**src/hw/rtl/sscs_pkg.sv**
```systemverilog
package sscs_pkg;

    localparam int FRAME_BYTES = 8;
    localparam int BYTE_BITS   = 8;
    localparam int FRAME_BITS  = FRAME_BYTES * BYTE_BITS;
    localparam int BIT_CNT_W   = $clog2(FRAME_BITS);
    localparam int QUEUE_DEPTH = 2;
    localparam int Q_PTR_W     = (QUEUE_DEPTH > 1) ? $clog2(QUEUE_DEPTH) : 1;
    localparam int Q_CNT_W     = $clog2(QUEUE_DEPTH + 1);

    localparam logic [7:0] HEX_COUNT = 8'd16;
    localparam logic [7:0] SYM_BASE  = 8'd100;
    localparam logic [7:0] SYM_COUNT = 8'd12;
    localparam logic [7:0] SEG_BLANK = 8'h00;

    // segment bytes, a in bit 7 down to the point in bit 0
    localparam logic [7:0] HEX_SEG [16] = '{
        8'hFC, 8'h60, 8'hDA, 8'hF2, 8'h66, 8'hB6, 8'hBE, 8'hE0,
        8'hFE, 8'hF6, 8'hEE, 8'h3E, 8'h9C, 8'h7A, 8'h9E, 8'h8E
    };

    localparam logic [7:0] SYM_SEG [12] = '{
        8'h00, 8'hEE, 8'h7A, 8'h02, 8'h9C, 8'hC6,
        8'h3A, 8'hEC, 8'h10, 8'h12, 8'h92, 8'h80
    };

    typedef logic [FRAME_BITS-1:0] t_word;

    typedef struct packed {
        logic [7:0] left_char_one;
        logic [7:0] left_char_two;
        logic       left_point_one;
        logic       left_point_two;
        logic [7:0] left_char_three;
        logic [7:0] left_char_four;
        logic [7:0] right_char_one;
        logic [7:0] right_char_two;
        logic       right_point_one;
        logic       right_point_two;
        logic [7:0] right_char_three;
        logic [7:0] right_char_four;
    } t_frame;

    typedef struct packed {
        logic serial_bit;
        logic latch_now;
    } t_bit;

    // queue write side and read side
    typedef struct packed {
        logic  valid;
        t_word word;
    } t_q_beat;

    function automatic logic [7:0] seg_of(input logic [7:0] code, input logic point);
        logic [7:0] off;
        logic [7:0] seg;
        off = code - SYM_BASE;
        if (code < HEX_COUNT) begin
            seg = HEX_SEG[code[3:0]];
        end else if (off < SYM_COUNT) begin
            seg = SYM_SEG[off[3:0]];
        end else begin
            seg = SEG_BLANK;
        end
        return {seg[7:1], seg[0] | point};
    endfunction

endpackage

```
**src/hw/rtl/sscs_if.sv**
```systemverilog
interface sscs_in_if;
    logic            valid;
    logic            ready;
    sscs_pkg::t_frame data;

    modport source (output valid, output data, input ready);
    modport sink   (input valid, input data, output ready);
endinterface

interface sscs_out_if;
    logic          valid;
    logic          ready;
    sscs_pkg::t_bit data;

    modport source (output valid, output data, input ready);
    modport sink   (input valid, input data, output ready);
endinterface

```
**src/hw/rtl/seven_segment_chain_serializer.sv**
```systemverilog
// Channel   Dir  Beat                              Handshake
// i_frame   in   8 character codes, 4 point flags  valid/ready
// o_bits    out  serial_bit, latch_now             valid/ready
//
// One frame gives 64 output beats, one bit per cycle while o_bits.ready is
// high; the bit shifter in the back end sets that figure, and a queued frame
// follows the latch beat with no gap. From its input beat a frame passes the
// front register, the queue and the shifter before its first output bit.
// Reset is synchronous, active low, and clears only control state.
// The front register and a 2-entry queue let the input side keep taking
// frames while the output side is stalled.
module seven_segment_chain_serializer (
    input  logic        i_clk,
    input  logic        i_rst_n,
    sscs_in_if.sink     i_frame,
    sscs_out_if.source  o_bits
);

    sscs_pkg::t_q_beat w_wr;
    sscs_pkg::t_q_beat w_rd;
    logic              w_wr_ready;
    logic              w_pop;

    // front: look up segment bytes and hold the packed frame word
    sscs_front u_front (
        .i_clk      (i_clk),
        .i_rst_n    (i_rst_n),
        .i_frame    (i_frame),
        .o_wr       (w_wr),
        .i_wr_ready (w_wr_ready)
    );

    // queue: decouple the lookup from the shifter
    sscs_queue u_queue (
        .i_clk      (i_clk),
        .i_rst_n    (i_rst_n),
        .i_wr       (w_wr),
        .o_wr_ready (w_wr_ready),
        .o_rd       (w_rd),
        .i_pop      (w_pop)
    );

    // back: shift each word out low bit first, flag the last bit
    sscs_back u_back (
        .i_clk   (i_clk),
        .i_rst_n (i_rst_n),
        .i_rd    (w_rd),
        .o_pop   (w_pop),
        .o_bits  (o_bits)
    );

`ifndef ASSERT_OFF
    // hold a stalled frame word at the queue input
    a_wr_hold: assert property (@(posedge i_clk) disable iff (!i_rst_n)
        (w_wr.valid && !w_wr_ready) |=> (w_wr.valid && $stable(w_wr.word)))
        else $error("front word changed while stalled");

    // start the next frame right after a latch beat when one is queued
    a_chain: assert property (@(posedge i_clk) disable iff (!i_rst_n)
        (o_bits.valid && o_bits.ready && o_bits.data.latch_now && w_rd.valid)
        |=> (o_bits.valid && !o_bits.data.latch_now))
        else $error("gap or bad latch between queued frames");

    // load an idle shifter as soon as the queue holds a word
    a_load: assert property (@(posedge i_clk) disable iff (!i_rst_n)
        (!o_bits.valid && w_rd.valid) |=> o_bits.valid)
        else $error("shifter idle with frame queued");
`endif

endmodule

```
**src/hw/rtl/sscs_front.sv**
```systemverilog
module sscs_front (
    input  logic               i_clk,
    input  logic               i_rst_n,
    sscs_in_if.sink            i_frame,
    output sscs_pkg::t_q_beat  o_wr,
    input  logic               i_wr_ready
);

    logic            r_vld;
    sscs_pkg::t_word r_word;
    sscs_pkg::t_word n_word;
    logic            w_take;

    assign i_frame.ready = !r_vld || i_wr_ready;
    assign w_take        = i_frame.valid && i_frame.ready;

    // pack bytes in send order, first byte in the low bits
    always_comb begin
        n_word[7:0]   = sscs_pkg::seg_of(i_frame.data.right_char_one, 1'b0);
        n_word[15:8]  = sscs_pkg::seg_of(i_frame.data.right_char_two,
                                         i_frame.data.right_point_one);
        n_word[23:16] = sscs_pkg::seg_of(i_frame.data.right_char_three,
                                         i_frame.data.right_point_two);
        n_word[31:24] = sscs_pkg::seg_of(i_frame.data.right_char_four, 1'b0);
        n_word[39:32] = sscs_pkg::seg_of(i_frame.data.left_char_four, 1'b0);
        n_word[47:40] = sscs_pkg::seg_of(i_frame.data.left_char_three,
                                         i_frame.data.left_point_two);
        n_word[55:48] = sscs_pkg::seg_of(i_frame.data.left_char_two,
                                         i_frame.data.left_point_one);
        n_word[63:56] = sscs_pkg::seg_of(i_frame.data.left_char_one, 1'b0);
    end

    always_ff @(posedge i_clk) begin
        if (!i_rst_n) begin
            r_vld <= 1'b0;
        end else if (w_take) begin
            r_vld <= 1'b1;
        end else if (i_wr_ready) begin
            r_vld <= 1'b0;
        end
    end

    always_ff @(posedge i_clk) begin
        if (w_take) begin
            r_word <= n_word;
        end
    end

    assign o_wr.valid = r_vld;
    assign o_wr.word  = r_word;

endmodule

```
**src/hw/rtl/sscs_queue.sv**
```systemverilog
module sscs_queue (
    input  logic              i_clk,
    input  logic              i_rst_n,
    input  sscs_pkg::t_q_beat i_wr,
    output logic              o_wr_ready,
    output sscs_pkg::t_q_beat o_rd,
    input  logic              i_pop
);

    localparam int PW = sscs_pkg::Q_PTR_W;
    localparam int CW = sscs_pkg::Q_CNT_W;

    sscs_pkg::t_word r_mem [sscs_pkg::QUEUE_DEPTH];
    logic [PW-1:0]   r_wp;
    logic [PW-1:0]   r_rp;
    logic [CW-1:0]   r_cnt;
    logic            w_push;
    logic            w_pop;

    assign o_wr_ready = (r_cnt != CW'(sscs_pkg::QUEUE_DEPTH));
    assign w_push     = i_wr.valid && o_wr_ready;
    assign w_pop      = i_pop && (r_cnt != '0);

    function automatic logic [PW-1:0] bump(input logic [PW-1:0] p);
        if (p == PW'(sscs_pkg::QUEUE_DEPTH - 1)) begin
            return '0;
        end
        return p + 1'b1;
    endfunction

    always_ff @(posedge i_clk) begin
        if (!i_rst_n) begin
            r_wp  <= '0;
            r_rp  <= '0;
            r_cnt <= '0;
        end else begin
            if (w_push) begin
                r_wp <= bump(r_wp);
            end
            if (w_pop) begin
                r_rp <= bump(r_rp);
            end
            if (w_push && !w_pop) begin
                r_cnt <= r_cnt + 1'b1;
            end else if (w_pop && !w_push) begin
                r_cnt <= r_cnt - 1'b1;
            end
        end
    end

    always_ff @(posedge i_clk) begin
        if (w_push) begin
            r_mem[r_wp] <= i_wr.word;
        end
    end

    assign o_rd.valid = (r_cnt != '0);
    assign o_rd.word  = r_mem[r_rp];

endmodule

```
**src/hw/rtl/sscs_back.sv**
```systemverilog
module sscs_back (
    input  logic              i_clk,
    input  logic              i_rst_n,
    input  sscs_pkg::t_q_beat i_rd,
    output logic              o_pop,
    sscs_out_if.source        o_bits
);

    localparam int CW = sscs_pkg::BIT_CNT_W;

    logic            r_busy;
    logic [CW-1:0]   r_cnt;
    sscs_pkg::t_word r_shift;
    logic            w_last;
    logic            w_take;

    assign w_last = (r_cnt == CW'(sscs_pkg::FRAME_BITS - 1));
    assign w_take = o_bits.valid && o_bits.ready;
    assign o_pop  = i_rd.valid && (!r_busy || (w_take && w_last));

    always_ff @(posedge i_clk) begin
        if (!i_rst_n) begin
            r_busy <= 1'b0;
            r_cnt  <= '0;
        end else if (o_pop) begin
            r_busy <= 1'b1;
            r_cnt  <= '0;
        end else if (w_take) begin
            r_cnt <= r_cnt + 1'b1;
            if (w_last) begin
                r_busy <= 1'b0;
            end
        end
    end

    always_ff @(posedge i_clk) begin
        if (o_pop) begin
            r_shift <= i_rd.word;
        end else if (w_take) begin
            r_shift <= r_shift >> 1;
        end
    end

    assign o_bits.valid           = r_busy;
    assign o_bits.data.serial_bit = r_shift[0];
    assign o_bits.data.latch_now  = w_last;

endmodule
```
**src/flat_wrapper.sv**
```systemverilog
// flat-port wrapper written by rule: the top's interface ports become plain ports
module seven_segment_chain_serializer_flat 
  (i_clk, i_rst_n, i_frame_valid, i_frame_data, i_frame_ready, o_bits_valid, o_bits_data, o_bits_ready);
  sscs_in_if i_frame_i ();
  sscs_out_if o_bits_i ();
  input  logic i_clk;
  input  logic i_rst_n;
  input wire logic [$bits(i_frame_i.valid)-1:0] i_frame_valid;
  input wire logic [$bits(i_frame_i.data)-1:0] i_frame_data;
  output wire logic [$bits(i_frame_i.ready)-1:0] i_frame_ready;
  output wire logic [$bits(o_bits_i.valid)-1:0] o_bits_valid;
  output wire logic [$bits(o_bits_i.data)-1:0] o_bits_data;
  input wire logic [$bits(o_bits_i.ready)-1:0] o_bits_ready;
  assign i_frame_i.valid = i_frame_valid;
  assign i_frame_i.data = i_frame_data;
  assign i_frame_ready = i_frame_i.ready;
  assign o_bits_valid = o_bits_i.valid;
  assign o_bits_data = o_bits_i.data;
  assign o_bits_i.ready = o_bits_ready;
  seven_segment_chain_serializer u_core (.i_clk(i_clk), .i_rst_n(i_rst_n), .i_frame(i_frame_i), .o_bits(o_bits_i));
endmodule
```
**config.mk**
```make
export PLATFORM = sky130hd
export DESIGN_NAME = seven_segment_chain_serializer_flat
export DESIGN_NICKNAME = d
export VERILOG_FILES = /design/src/hw/rtl/sscs_pkg.sv /design/src/hw/rtl/sscs_if.sv /design/src/hw/rtl/seven_segment_chain_serializer.sv /design/src/hw/rtl/sscs_front.sv /design/src/hw/rtl/sscs_queue.sv /design/src/hw/rtl/sscs_back.sv /design/src/flat_wrapper.sv
export SDC_FILE = /design/constraint.sdc
export NUM_CORES = 1
export LEC_CHECK = 0
export BUFFER_PORTS_ARGS = -buffer_cell sky130_fd_sc_hd__buf_2
export CAP_MARGIN = 20
export CORE_MARGIN = 2
export CORE_UTILIZATION = 45
export DETAILED_ROUTE_END_ITERATION = 10
export PLACE_DENSITY = 0.69
export SLEW_MARGIN = 40
export SYNTH_ARGS = -nofsm -noshare
export SYNTH_HDL_FRONTEND = slang
export SYNTH_SLANG_ARGS = --single-unit
```
**constraint.sdc**
```tcl
create_clock -name i_clk -period 4.3 [get_ports i_clk]
set_input_delay 0.215 -clock i_clk [delete_from_list [all_inputs] [get_ports i_clk]]
set_output_delay 0.215 -clock i_clk [all_outputs]
set_load 0.05 [all_outputs]
```
After elaboration in Yosys (flattened, before gate mapping)

Memory sizes are Yosys's and may differ from the RTL's. A register that Yosys moved wholly into a read port is not among the register bits.
Cells that the tools add are included.
Widths: inputs -> output; s select.

Word-level logic and storage cells: 185
Bits in writable memories: 128
Memories kept: 17
Register bits after elaboration: 140
Input bits: 72
Memory bits (read-only): 2048

Memories:

| name             | depth | bits a word | rd ports | clocked after memory_dff | write ports | line           | text |
|---|---|---|---|---|---|---|---|
| (name not given) | 16    | 8           | 1        | 0                        | 0           | sscs_pkg.sv:60 | `seg = HEX_SEG[code[3:0]];` |
| (name not given) | 16    | 8           | 1        | 0                        | 0           | sscs_pkg.sv:62 | `seg = SYM_SEG[off[3:0]];` |
| (name not given) | 16    | 8           | 1        | 0                        | 0           | sscs_pkg.sv:60 |  |
| (name not given) | 16    | 8           | 1        | 0                        | 0           | sscs_pkg.sv:62 |  |
| (name not given) | 16    | 8           | 1        | 0                        | 0           | sscs_pkg.sv:60 |  |
| (name not given) | 16    | 8           | 1        | 0                        | 0           | sscs_pkg.sv:62 |  |
| 11 more memories | -     | -           | -        | -                        | -           | -              |  |

Mux-type cells: 71
Reduce and logical (&&, ||, !) cells: 21
Add/subtract/negate cells: 13
Order comparisons: 32
Bitwise operators: 21
Equality and inequality tests: 2

Operators with widths:

| operator            | number |
|---|---|
| $mux 8              | 48 |
| $mux 64             | 2 |
| $ge 5x5->1 const B  | 16 |
| $not 4->5           | 16 |
| $lt 8x4->1 const B  | 8 |
| $lt 8x5->1 const B  | 8 |
| $sub 8x7->8 const B | 8 |
| $mux 1              | 19 |
| $reduce_bool 2->1   | 5 |
| $logic_and 1x1->1   | 8 |
| $add 6x1->6 const B | 1 |
| $eq 6x6->1 const B  | 1 |
| $logic_not 1->1     | 4 |
| $mux 2              | 2 |
| $or 1x1->1          | 4 |
| $add 1x1->1 const B | 2 |
| $add 2x1->2 const B | 1 |
| $logic_or 1x1->1    | 2 |
| $ne 2x2->1 const B  | 1 |
| $reduce_and 2->1    | 1 |
| $reduce_or 2->1     | 1 |
| $sub 2x1->2 const B | 1 |
| $not 1->1           | 1 |

Longest topological paths before layout

Gate-level depths: netlist of run 1.

Depth after elaboration: 10
Gate-level depth with buffers: 10

Hierarchy

Synthesis of run 1 repeated with hierarchy kept, for this count alone.

Cells, all modules: 1003
Area, all modules: 13496.7 um^2

Modules (own cells, without submodules):

| module     | instances | sequential area each (um^2) | area an instance (um^2) | cells each |
|---|---|---|---|---|
| sscs_front | 1         | 1821.7                      | 5358.9                  | 604 |
| sscs_queue | 1         | 3943.8                      | 4857.2                  | 223 |
| sscs_back  | 1         | 2062.0                      | 3280.6                  | 176 |

Worst setup path before layout of run 1

Ideal clock, no wire load.

Kind: reg2reg
Start: register u_core.u_back.r_busy, in the netlist u_core.u_back.o_bits.valid
End: register u_core.u_back.r_shift[0], enable pin
Arrival time: 3947 ps
Slack: -154 ps
Stages on the path, launching flop included: 3
Data required time: 3793 ps
Setup time: 507 ps
Clock period less this slack: 4454 ps
Cells stage by stage: dfxtp_1 > nor3_1 > a21oi_1

Word-level cells in the longest chain between the ends: 5
Elaborated cells between the ends (all ways): 6

Ends and longest elaborated chain:

| item                                   | line            | text |
|---|---|---|
| from (decl)                            | sscs_back.sv:11 | `logic r_busy;` |
| from (signal assigned)                 | sscs_back.sv:23 | `r_busy <= 1'b0;` |
| from (signal assigned)                 | sscs_back.sv:26 | `r_busy <= 1'b1;` |
| from (signal assigned)                 | sscs_back.sv:31 | `r_busy <= 1'b0;` |
| $logic_and 1x1->1                      | sscs_back.sv:18 | `assign w_take = o_bits.valid && o_bits.ready;` |
| $logic_and 1x1->1                      | sscs_back.sv:19 | `assign o_pop = i_rd.valid && (!r_busy \|\| (w_take && w_last));` |
| $logic_or 1x1->1                       | sscs_back.sv:19 |  |
| $logic_and 1x1->1                      | sscs_back.sv:19 |  |
| $reduce_bool 2->1 (no source line) (*) | -               |  |
| to (signal assigned)                   | sscs_back.sv:38 | `r_shift <= i_rd.word;` |
| to (signal assigned)                   | sscs_back.sv:40 | `r_shift <= r_shift >> 1;` |
| to (decl)                              | sscs_back.sv:13 | `sscs_pkg::t_word r_shift;` |

Mark *: on every way between the ends. The rest lies on a longest branch, timed or not.
A chain may end at the register's enable or synchronous reset.

Worst setup path in the final report of run 1

Start: register u_core.u_back.r_cnt[0]
End: register u_core.u_back.r_shift[14], data pin

Word-level cells in the longest chain between the ends: 5

Ends and longest elaborated chain:

| item                   | line            | text |
|---|---|---|
| from (decl)            | sscs_back.sv:12 | `logic [CW-1:0] r_cnt;` |
| from (signal assigned) | sscs_back.sv:29 | `r_cnt <= r_cnt + 1'b1;` |
| $eq 6x6->1             | sscs_back.sv:17 | `assign w_last = (r_cnt == CW'(sscs_pkg::FRAME_BITS - 1));` |
| $logic_and 1x1->1      | sscs_back.sv:19 |  |
| $logic_or 1x1->1       | sscs_back.sv:19 |  |
| $logic_and 1x1->1      | sscs_back.sv:19 |  |
| $mux 64                | sscs_back.sv:37 | `if (o_pop) begin` |

Every way passes these cells.

==> flow_summary_export.csv, run 1 <==
group,metric,value,unit
outcome,outcome,"complete, no violations",
clocking,clk_path_buf_depth,3,
sta,setup_viol,0,
power_and_ir_drop,cellLeakagePower,5.23,nW
routing,postRouteAntennaNets,0,
floorplanning,initial_utilization,0.455,
floorplanning,coreArea,27700,µm²
routing,detail_route.wl_per_cell,15.3,µm
clocking,post_cts_buffers,0,
logic_synthesis,ys_warn_count,0,
setup_path,reg2regPathDepth,6,
setup_path,crit_type,"reg -> reg",
clocking,cts_buffers,26,
hold_path,hp-class,"in -> reg",
sta,fin_tns_setup,0,ns
sta,clock_skew,0.00692,ns
routing,drt_iter0_markers,677,
routing,vias,8239,
floorplanning,rows,61,
cells_and_area,final_util,0.517,
placed_design,hpwlAfterDp,14.9,mm
flow_run,maxCapViolCount,0,
logic_synthesis,synth_flop_cell,"edfxtp_1",
logic_synthesis,netlist_area,12600,µm²
sta,fin_crit_sh,0.543,
logic_synthesis,async_reset_ff_frac,0,
setup_path,rrSetupSlack,1.97,ns
cells_and_area,stdcell_count,1516,
floorplanning,ios,76,
hold_path,hold_path_end,"u_core.u_back.o_bits.valid",
global_routing,grt_first_pass_wirelength,37.9,mm
global_routing,overflow,0,
power_and_ir_drop,power_density,558,nW/µm²
sta,finalHoldViolCount,0,
setup_path,critPathLaunchType,"register",
hold_path,hold_depth,2,
clocking,cts-htree-levels,1,
sta,rsz0062_at_grt,"no",
placed_design,placedCellCount,1462,
setup_path,r2r_start,"u_core.u_back.r_cnt[0]",
routing,drc,0,
global_routing,antenna_found_initial,0,
power_and_ir_drop,ir_worst_vdd,0.348,mV
clocking,cts-root-buf,"clkbuf_16",
sta,relSlewSlack,0.499,
clocking,clk_pin_slew,0.06,ns
cells_and_area,final_layout_size_suffix_gt1_frac,0.122,
clocking,cts_resized,0,
sta,slew_viol_final,0,
cells_and_area,num-nets-final,1241,
setup_path,critPathMaxFanout,63,
sta,max_slew.worst_pin.slew,0.745,ns
sta,period_minus_slack,2.33,ns
clocking,cts.sinks,257,
clocking,cts_tree,"built",
cells_and_area,antenna_cells,0,
logic_synthesis,synth_seq_cells,257,
placed_design,gp_congestion,0.882,
setup_path,cp-end-kind,"register",
floorplanning,die_h,171,µm
sta,max_freq,428,MHz
global_routing,grt_max_degree,64,
setup_path,reg2reg_to,"u_core.u_back.r_shift[14]",
cells_and_area,area_delta_synth_final,13.4,%
global_routing,grt_pass1_vias,7773,
routing,first_pass_iters,5,
logic_synthesis,syn-instance-count,1056,
logic_synthesis,syn_nets,1179,
routing,wl,23.1,mm
hold_path,min_from,"i_rst_n",
floorplanning,die_area,29400,µm²
logic_synthesis,synth_edf_count,244,
sta,hold_ws,0.0316,ns
global_routing,track_usage,0.157,
logic_synthesis,syn_area_per_cell,11.9,µm²
setup_path,arrival,2.57,ns
logic_synthesis,yosysSeqAreaShare,0.601,
setup_path,cp.required,4.54,ns
routing,vias_per_cell,5.43,
floorplanning,die_w,171,µm
clocking,clock_latency,0.52,ns
placed_design,io_buffers,75,
logic_synthesis,yosys.cell_types.count,51,
-- registers in the layout (all words and copies together), names as in the netlist, named ones only --
signal                      cells
u_core.u_queue.r_cnt            2
u_core.u_back.r_cnt             6
u_core.u_front.r_word          60
u_core.u_back.r_shift          64
u_core.u_queue.r_mem          120
u_core.u_queue.r_wp             1
u_core.u_front.r_vld            1
u_core.u_queue.r_rp             1
u_core.u_back.o_bits.valid      1
-- repair_timing --
| action | CTS | global route |
|---|---|---|
| endpoints found under the hold margin | 5 | 0 |
| setup endpoints to repair | 0 | 0 |
| hold buffers | 5 | 0 |
-- worst max-delay path, cell delays in order, from the launching register on --
cell and delay (ns):
dfxtp_1 0.36, ha_1 0.21, o211ai_1 0.15, o22ai_4 0.43, buf_16 0.22, buf_4 0.52, a21oi_1 0.14
-- synth_stat cells, types with 7 or more instances --
library cell / n / area share
nor2b_1: 10 / 0.0050
a21o_1: 8 / 0.0048
a21oi_1: 97 / 0.038
a31oi_1: 7 / 0.0035
inv_1: 42 / 0.012
dfxtp_1: 13 / 0.021
nand3b_1: 13 / 0.0077
edfxtp_1: 244 / 0.58
nor2_1: 99 / 0.029
and2_1: 7 / 0.0035
clkbuf_1: 34 / 0.010
nor3_1: 17 / 0.0067
ha_1: 51 / 0.051
o211ai_1: 12 / 0.0071
or3_1: 7 / 0.0035
o22ai_1: 39 / 0.019
or4_1: 8 / 0.0048
nand2b_1: 7 / 0.0035
nand2_1: 66 / 0.020
o21ai_0: 62 / 0.025
nor4_1: 11 / 0.0055
mux2i_1: 89 / 0.071
nand3_1: 14 / 0.0056
buf_2: 20 / 0.0079
-- worst max path at each step --
stage / cells after the start / from / end
2_1_floorplan: 4 / u_core.u_queue.r_cnt[0] / u_core.u_queue.r_mem[0][10]
3_3_place_gp: 5 / u_core.u_back.r_cnt[0] / u_core.u_back.r_shift[21]
3_5_place_dp: 4 / u_core.u_queue.r_cnt[0] / u_core.u_queue.r_mem[0][37]
4_1_cts: 4 / u_core.u_queue.r_cnt[0] / u_core.u_queue.r_mem[0][49]
5_1_grt: 6 / u_core.u_back.r_cnt[0] / u_core.u_back.r_shift[30]
6_report: 6 / u_core.u_back.r_cnt[0] / u_core.u_back.r_shift[14]
-- through the flow --
step | worst slack, ns | area (µm²) | power, W
2_1_floorplan | 0.644 | 12600 | 0.00524
3_3_place_gp | 1.84 | 13300 | 0.00564
3_5_place_dp | 1.88 | 13400 | 0.00576
4_1_cts | 1.86 | 14300 | 0.00805
5_1_grt | 1.77 | 14300 | 0.00843
6_report | 1.97 | 14300 | 0.00798
-- layout by cell type, fill, tap and decap left out, drive strengths merged, types with 5 or more instances in the layout --
cell,count
and2,7
o21ai,66
nand2,66
o211ai,12
o32ai,5
clkinv,18
dfxtp,13
nand3b,13
edfxtp,244
nand2b,7
nand3,14
or2,5
buf,87
or3,7
or4,8
inv,42
nor2,99
xor2,6
a21oi,97
a21o,8
a31oi,7
nor4,11
nor3,17
o22ai,40
nor3b,6
mux2i,89
ha,51
clkbuf,28
dlygate4sd3,5
nor2b,10
-- layout make-up --
class                   count  area [µm²]
repair buffers             92         581
flip-flops and latches    257        7590
clock inverters            20         186
multi-input cells         697        4630
clock buffers              28         679
well taps                 378         473
inverters                  44         165
fillers                  2351       13400
-- per-layer routing --
| metal | wire [µm] | share of wire | GRT usage | vias to the layer above |
|---|---|---|---|---|
| li1 | - | - | - | 4103 |
| met1 | 10600 | 0.46 | 0.216 | 3908 |
| met2 | 11100 | 0.48 | 0.261 | 190 |
| met3 | 981 | 0.042 | 0.0219 | 38 |
| met4 | 454 | 0.020 | 0.0416 | 0 |
| met5 | 0 | 0 | 0 | - |
-- cells by family after synthesis --
group / Yosys count / share of synthesized area
xor gates and xnor gates: 9 / 0.00625
and+or+nand+nor: 278 / 0.106
DFF: 257 / 0.601
buffers and inverters: 102 / 0.0335
muxes: 94 / 0.0787
AOI/OAI and AO/OA: 265 / 0.124
adders and majority gates: 51 / 0.0506
-- power breakdown --
part           internal, W  leakage, nW  switching, W
logic             0.000729         2.36       0.00123
registers          0.00356         2.45      0.000209
clock network      0.00137        0.427      0.000888
total              0.00566         5.23       0.00232
No activity file was read; power rests on OpenSTA's default activity.
==> run 2, diff against run 1 <==
Settings changed: PLACE_DENSITY 0.69 to 0.67.
Clock period 4.3 ns to 2.4 ns, I/O delays scaled along.
==> run 2 against run 1 <==
- die area stayed put
- clock-buffer cell count is 6 higher
- total power is 75% higher
- cell count hardly changed
- utilization is 0.23 points lower
- non-clock buffer count stayed put
- clock power is 69% higher
==> flow_summary_export.csv, run 2 (synthesized netlist as in run 1, its figures left out) <==
group,metric,value,unit
setup_path,r2r_start,"u_core.u_back.r_cnt[0]",
cells_and_area,final_layout_size_suffix_gt1_frac,0.119,
floorplanning,initial_utilization,0.455,
routing,vias_per_cell,5.41,
floorplanning,rows,61,
routing,vias,8195,
cells_and_area,num-nets-final,1241,
placed_design,placedCellCount,1461,
cells_and_area,multi_input_area,4630,µm²
placed_design,io_buffers,75,
sta,finalHoldViolCount,0,
power_and_ir_drop,internal_power,0.00988,W
cells_and_area,seq_area,7590,µm²
flow_run,maxCapViolCount,0,
sta,rsz0062_at_grt,"no",
power_and_ir_drop,ir_worst_vdd,0.664,mV
cells_and_area,stdcell_count,1515,
power_and_ir_drop,power.share.clock,0.273,
cells_and_area,largest_reg_flops,120,
floorplanning,die_w,171,µm
sta,clock_skew,0.0146,ns
cells_and_area,top_register,"u_core.u_queue.r_mem",
routing,postRouteAntennaNets,0,
hold_path,hp-class,"in -> reg",
hold_path,min_from,"i_frame_data[19]",
placed_design,dpl_worst_slack,0.434,ns
clocking,clk_path_buf_depth,3,
sta,period_minus_slack,1.84,ns
global_routing,antenna_found_initial,0,
outcome,outcome,"complete, no violations",
routing,first_pass_iters,5,
clocking,cts.sinks,257,
global_routing,overflow,0,
power_and_ir_drop,switching_power,0.00407,W
routing,wl,22.5,mm
setup_path,crit_chain,"ha_1 > nand3_1 > nor2_1 > buf_2",
global_routing,track_usage,0.151,
power_and_ir_drop,swShare,0.292,
clocking,cts_tree,"built",
clocking,cts_buffers,26,
setup_path,slowest_stage,"dfxtp_1",
power_and_ir_drop,power_density,979,nW/µm²
global_routing,grt_max_degree,130,
cells_and_area,final_util,0.514,
clocking,clk_pin_slew,0.06,ns
floorplanning,die_area,29400,µm²
floorplanning,coreArea,27700,µm²
sta,relSlewSlack,0.495,
placed_design,hpwlAfterDp,13.9,mm
sta,fin_tns_setup,0,ns
cells_and_area,mostFrequentLayoutCell,"edfxtp_1",
placed_design,gp_congestion,0.900,
setup_path,cp.required,2.28,ns
global_routing,grt_first_pass_wirelength,36.7,mm
power_and_ir_drop,sequentialPowerShare,0.483,
setup_path,critPathLaunchType,"register",
clocking,clock_latency,0.52,ns
setup_path,cp-end-kind,"output pin",
setup_path,cp-startpoint,"u_core.u_back.r_cnt[0]",
routing,detail_route.wl_per_cell,14.8,µm
cells_and_area,antenna_cells,0,
cells_and_area,layout_common_cells,"edfxtp_1 (244), nor2_1 (98), a21oi_1 (96)",
cells_and_area,reg_top3,"u_core.u_queue.r_mem (120), u_core.u_back.r_shift (64), u_core.u_front.r_word (60)",
setup_path,critPathMaxFanout,3,
cells_and_area,num-fill-cells,2402,
sta,fin_crit_sh,0.768,
setup_path,cp_slowest_stage_delay,0.37,ns
global_routing,grt_pass1_vias,7620,
sta,slew_viol_final,0,
floorplanning,ios,76,
sta,max_freq,542,MHz
power_and_ir_drop,combPwrFrac,0.244,
sta,max_slew.worst_pin.slew,0.751,ns
power_and_ir_drop,cellLeakagePower,5.19,nW
floorplanning,die_h,171,µm
setup_path,crit_type,"reg -> out",
cells_and_area,area_delta_synth_final,12.9,%
clocking,cts-htree-levels,1,
routing,drt_iter0_markers,651,
setup_path,arrival,1.72,ns
sta,worst_slack,0.556,ns
routing,drc,0,
sta,setup_viol,0,
clocking,cts-root-buf,"clkbuf_16",
==> run 2: cell types whose count changed in the layout (fill, tap and decap cells not counted), sizes merged <==
cell	previous run	this run
dlygate4sd3	5	7
bufinv	4	2
buf	87	85
clkinv	18	12
clkbuf	28	34
clkinvlp	0	1
==> run 2: through the flow <==
stage	instance area (µm²)	power (W)	hold WS, ns
floorplan	12600	0.00937	0.219
global placement	13400	0.0102	0.315
detailed placement	13400	0.0103	0.301
CTS	14200	0.0141	0.0427
global route	14200	0.0148	0.0757
finish	14200	0.0139	0.0653
==> run 2: metal layers <==
layer | track usage | wire [µm] | vias to the layer above
met2 | 0.250 | 10800 | 172
met4 | 0.0317 | 321 | 0
met1 | 0.215 | 10500 | 3905
met3 | 0.0212 | 864 | 29
met5 | 0 | 0 | -
li1 | - | - | 4089
==> run 2: cell type report <==
type,count,share of cell area
Inverter,44,0.0116
Clock buffer,34,0.0493
Tap cell,378,0.0332
Timing Repair Buffer,92,0.0401
Sequential cell,257,0.533
Multi-Input combinational cell,697,0.325
Clock inverter,13,0.00764
==> run 2: repair_timing <==
item,4_1_cts,5_1_grt
buffers inserted,0,0
hold buffers,7,0
hold endpoints to repair,17,0
gates resized for setup,0,0
setup endpoints to repair,0,0
==> run 2: power groups by stage <==
stage	sequential, W	clock [W]	combinational (W)
final	0.00673	0.00381	0.00341
after global routing	0.00683	0.00409	0.00386
after CTS	0.00674	0.00391	0.00347
after detailed placement	0.00682	0	0.00345
after global placement	0.00678	0	0.00337
after floorplan	0.00670	0	0.00267
==> run 2: final timing paths <==
check	endpoint	slack [ns]	depth (start not counted)
worst max-delay path	o_bits_data[0]	0.56	4
worst min-delay path	u_core.u_front.r_word[15]	0.07	3
worst max register to register	u_core.u_queue.r_cnt[1]	0.56	7
worst min register to register	u_core.u_queue.r_mem[0][59]	0.44	0
==> run 2: worst max-delay path, delay by kind of cell, from the launching register on <==
kind | cells | cell delay (ns)
adders and majority gates | 1 | 0.22
DFF | 1 | 0.37
and+or+nand+nor | 2 | 0.32
buffers and inverters | 1 | 0.31
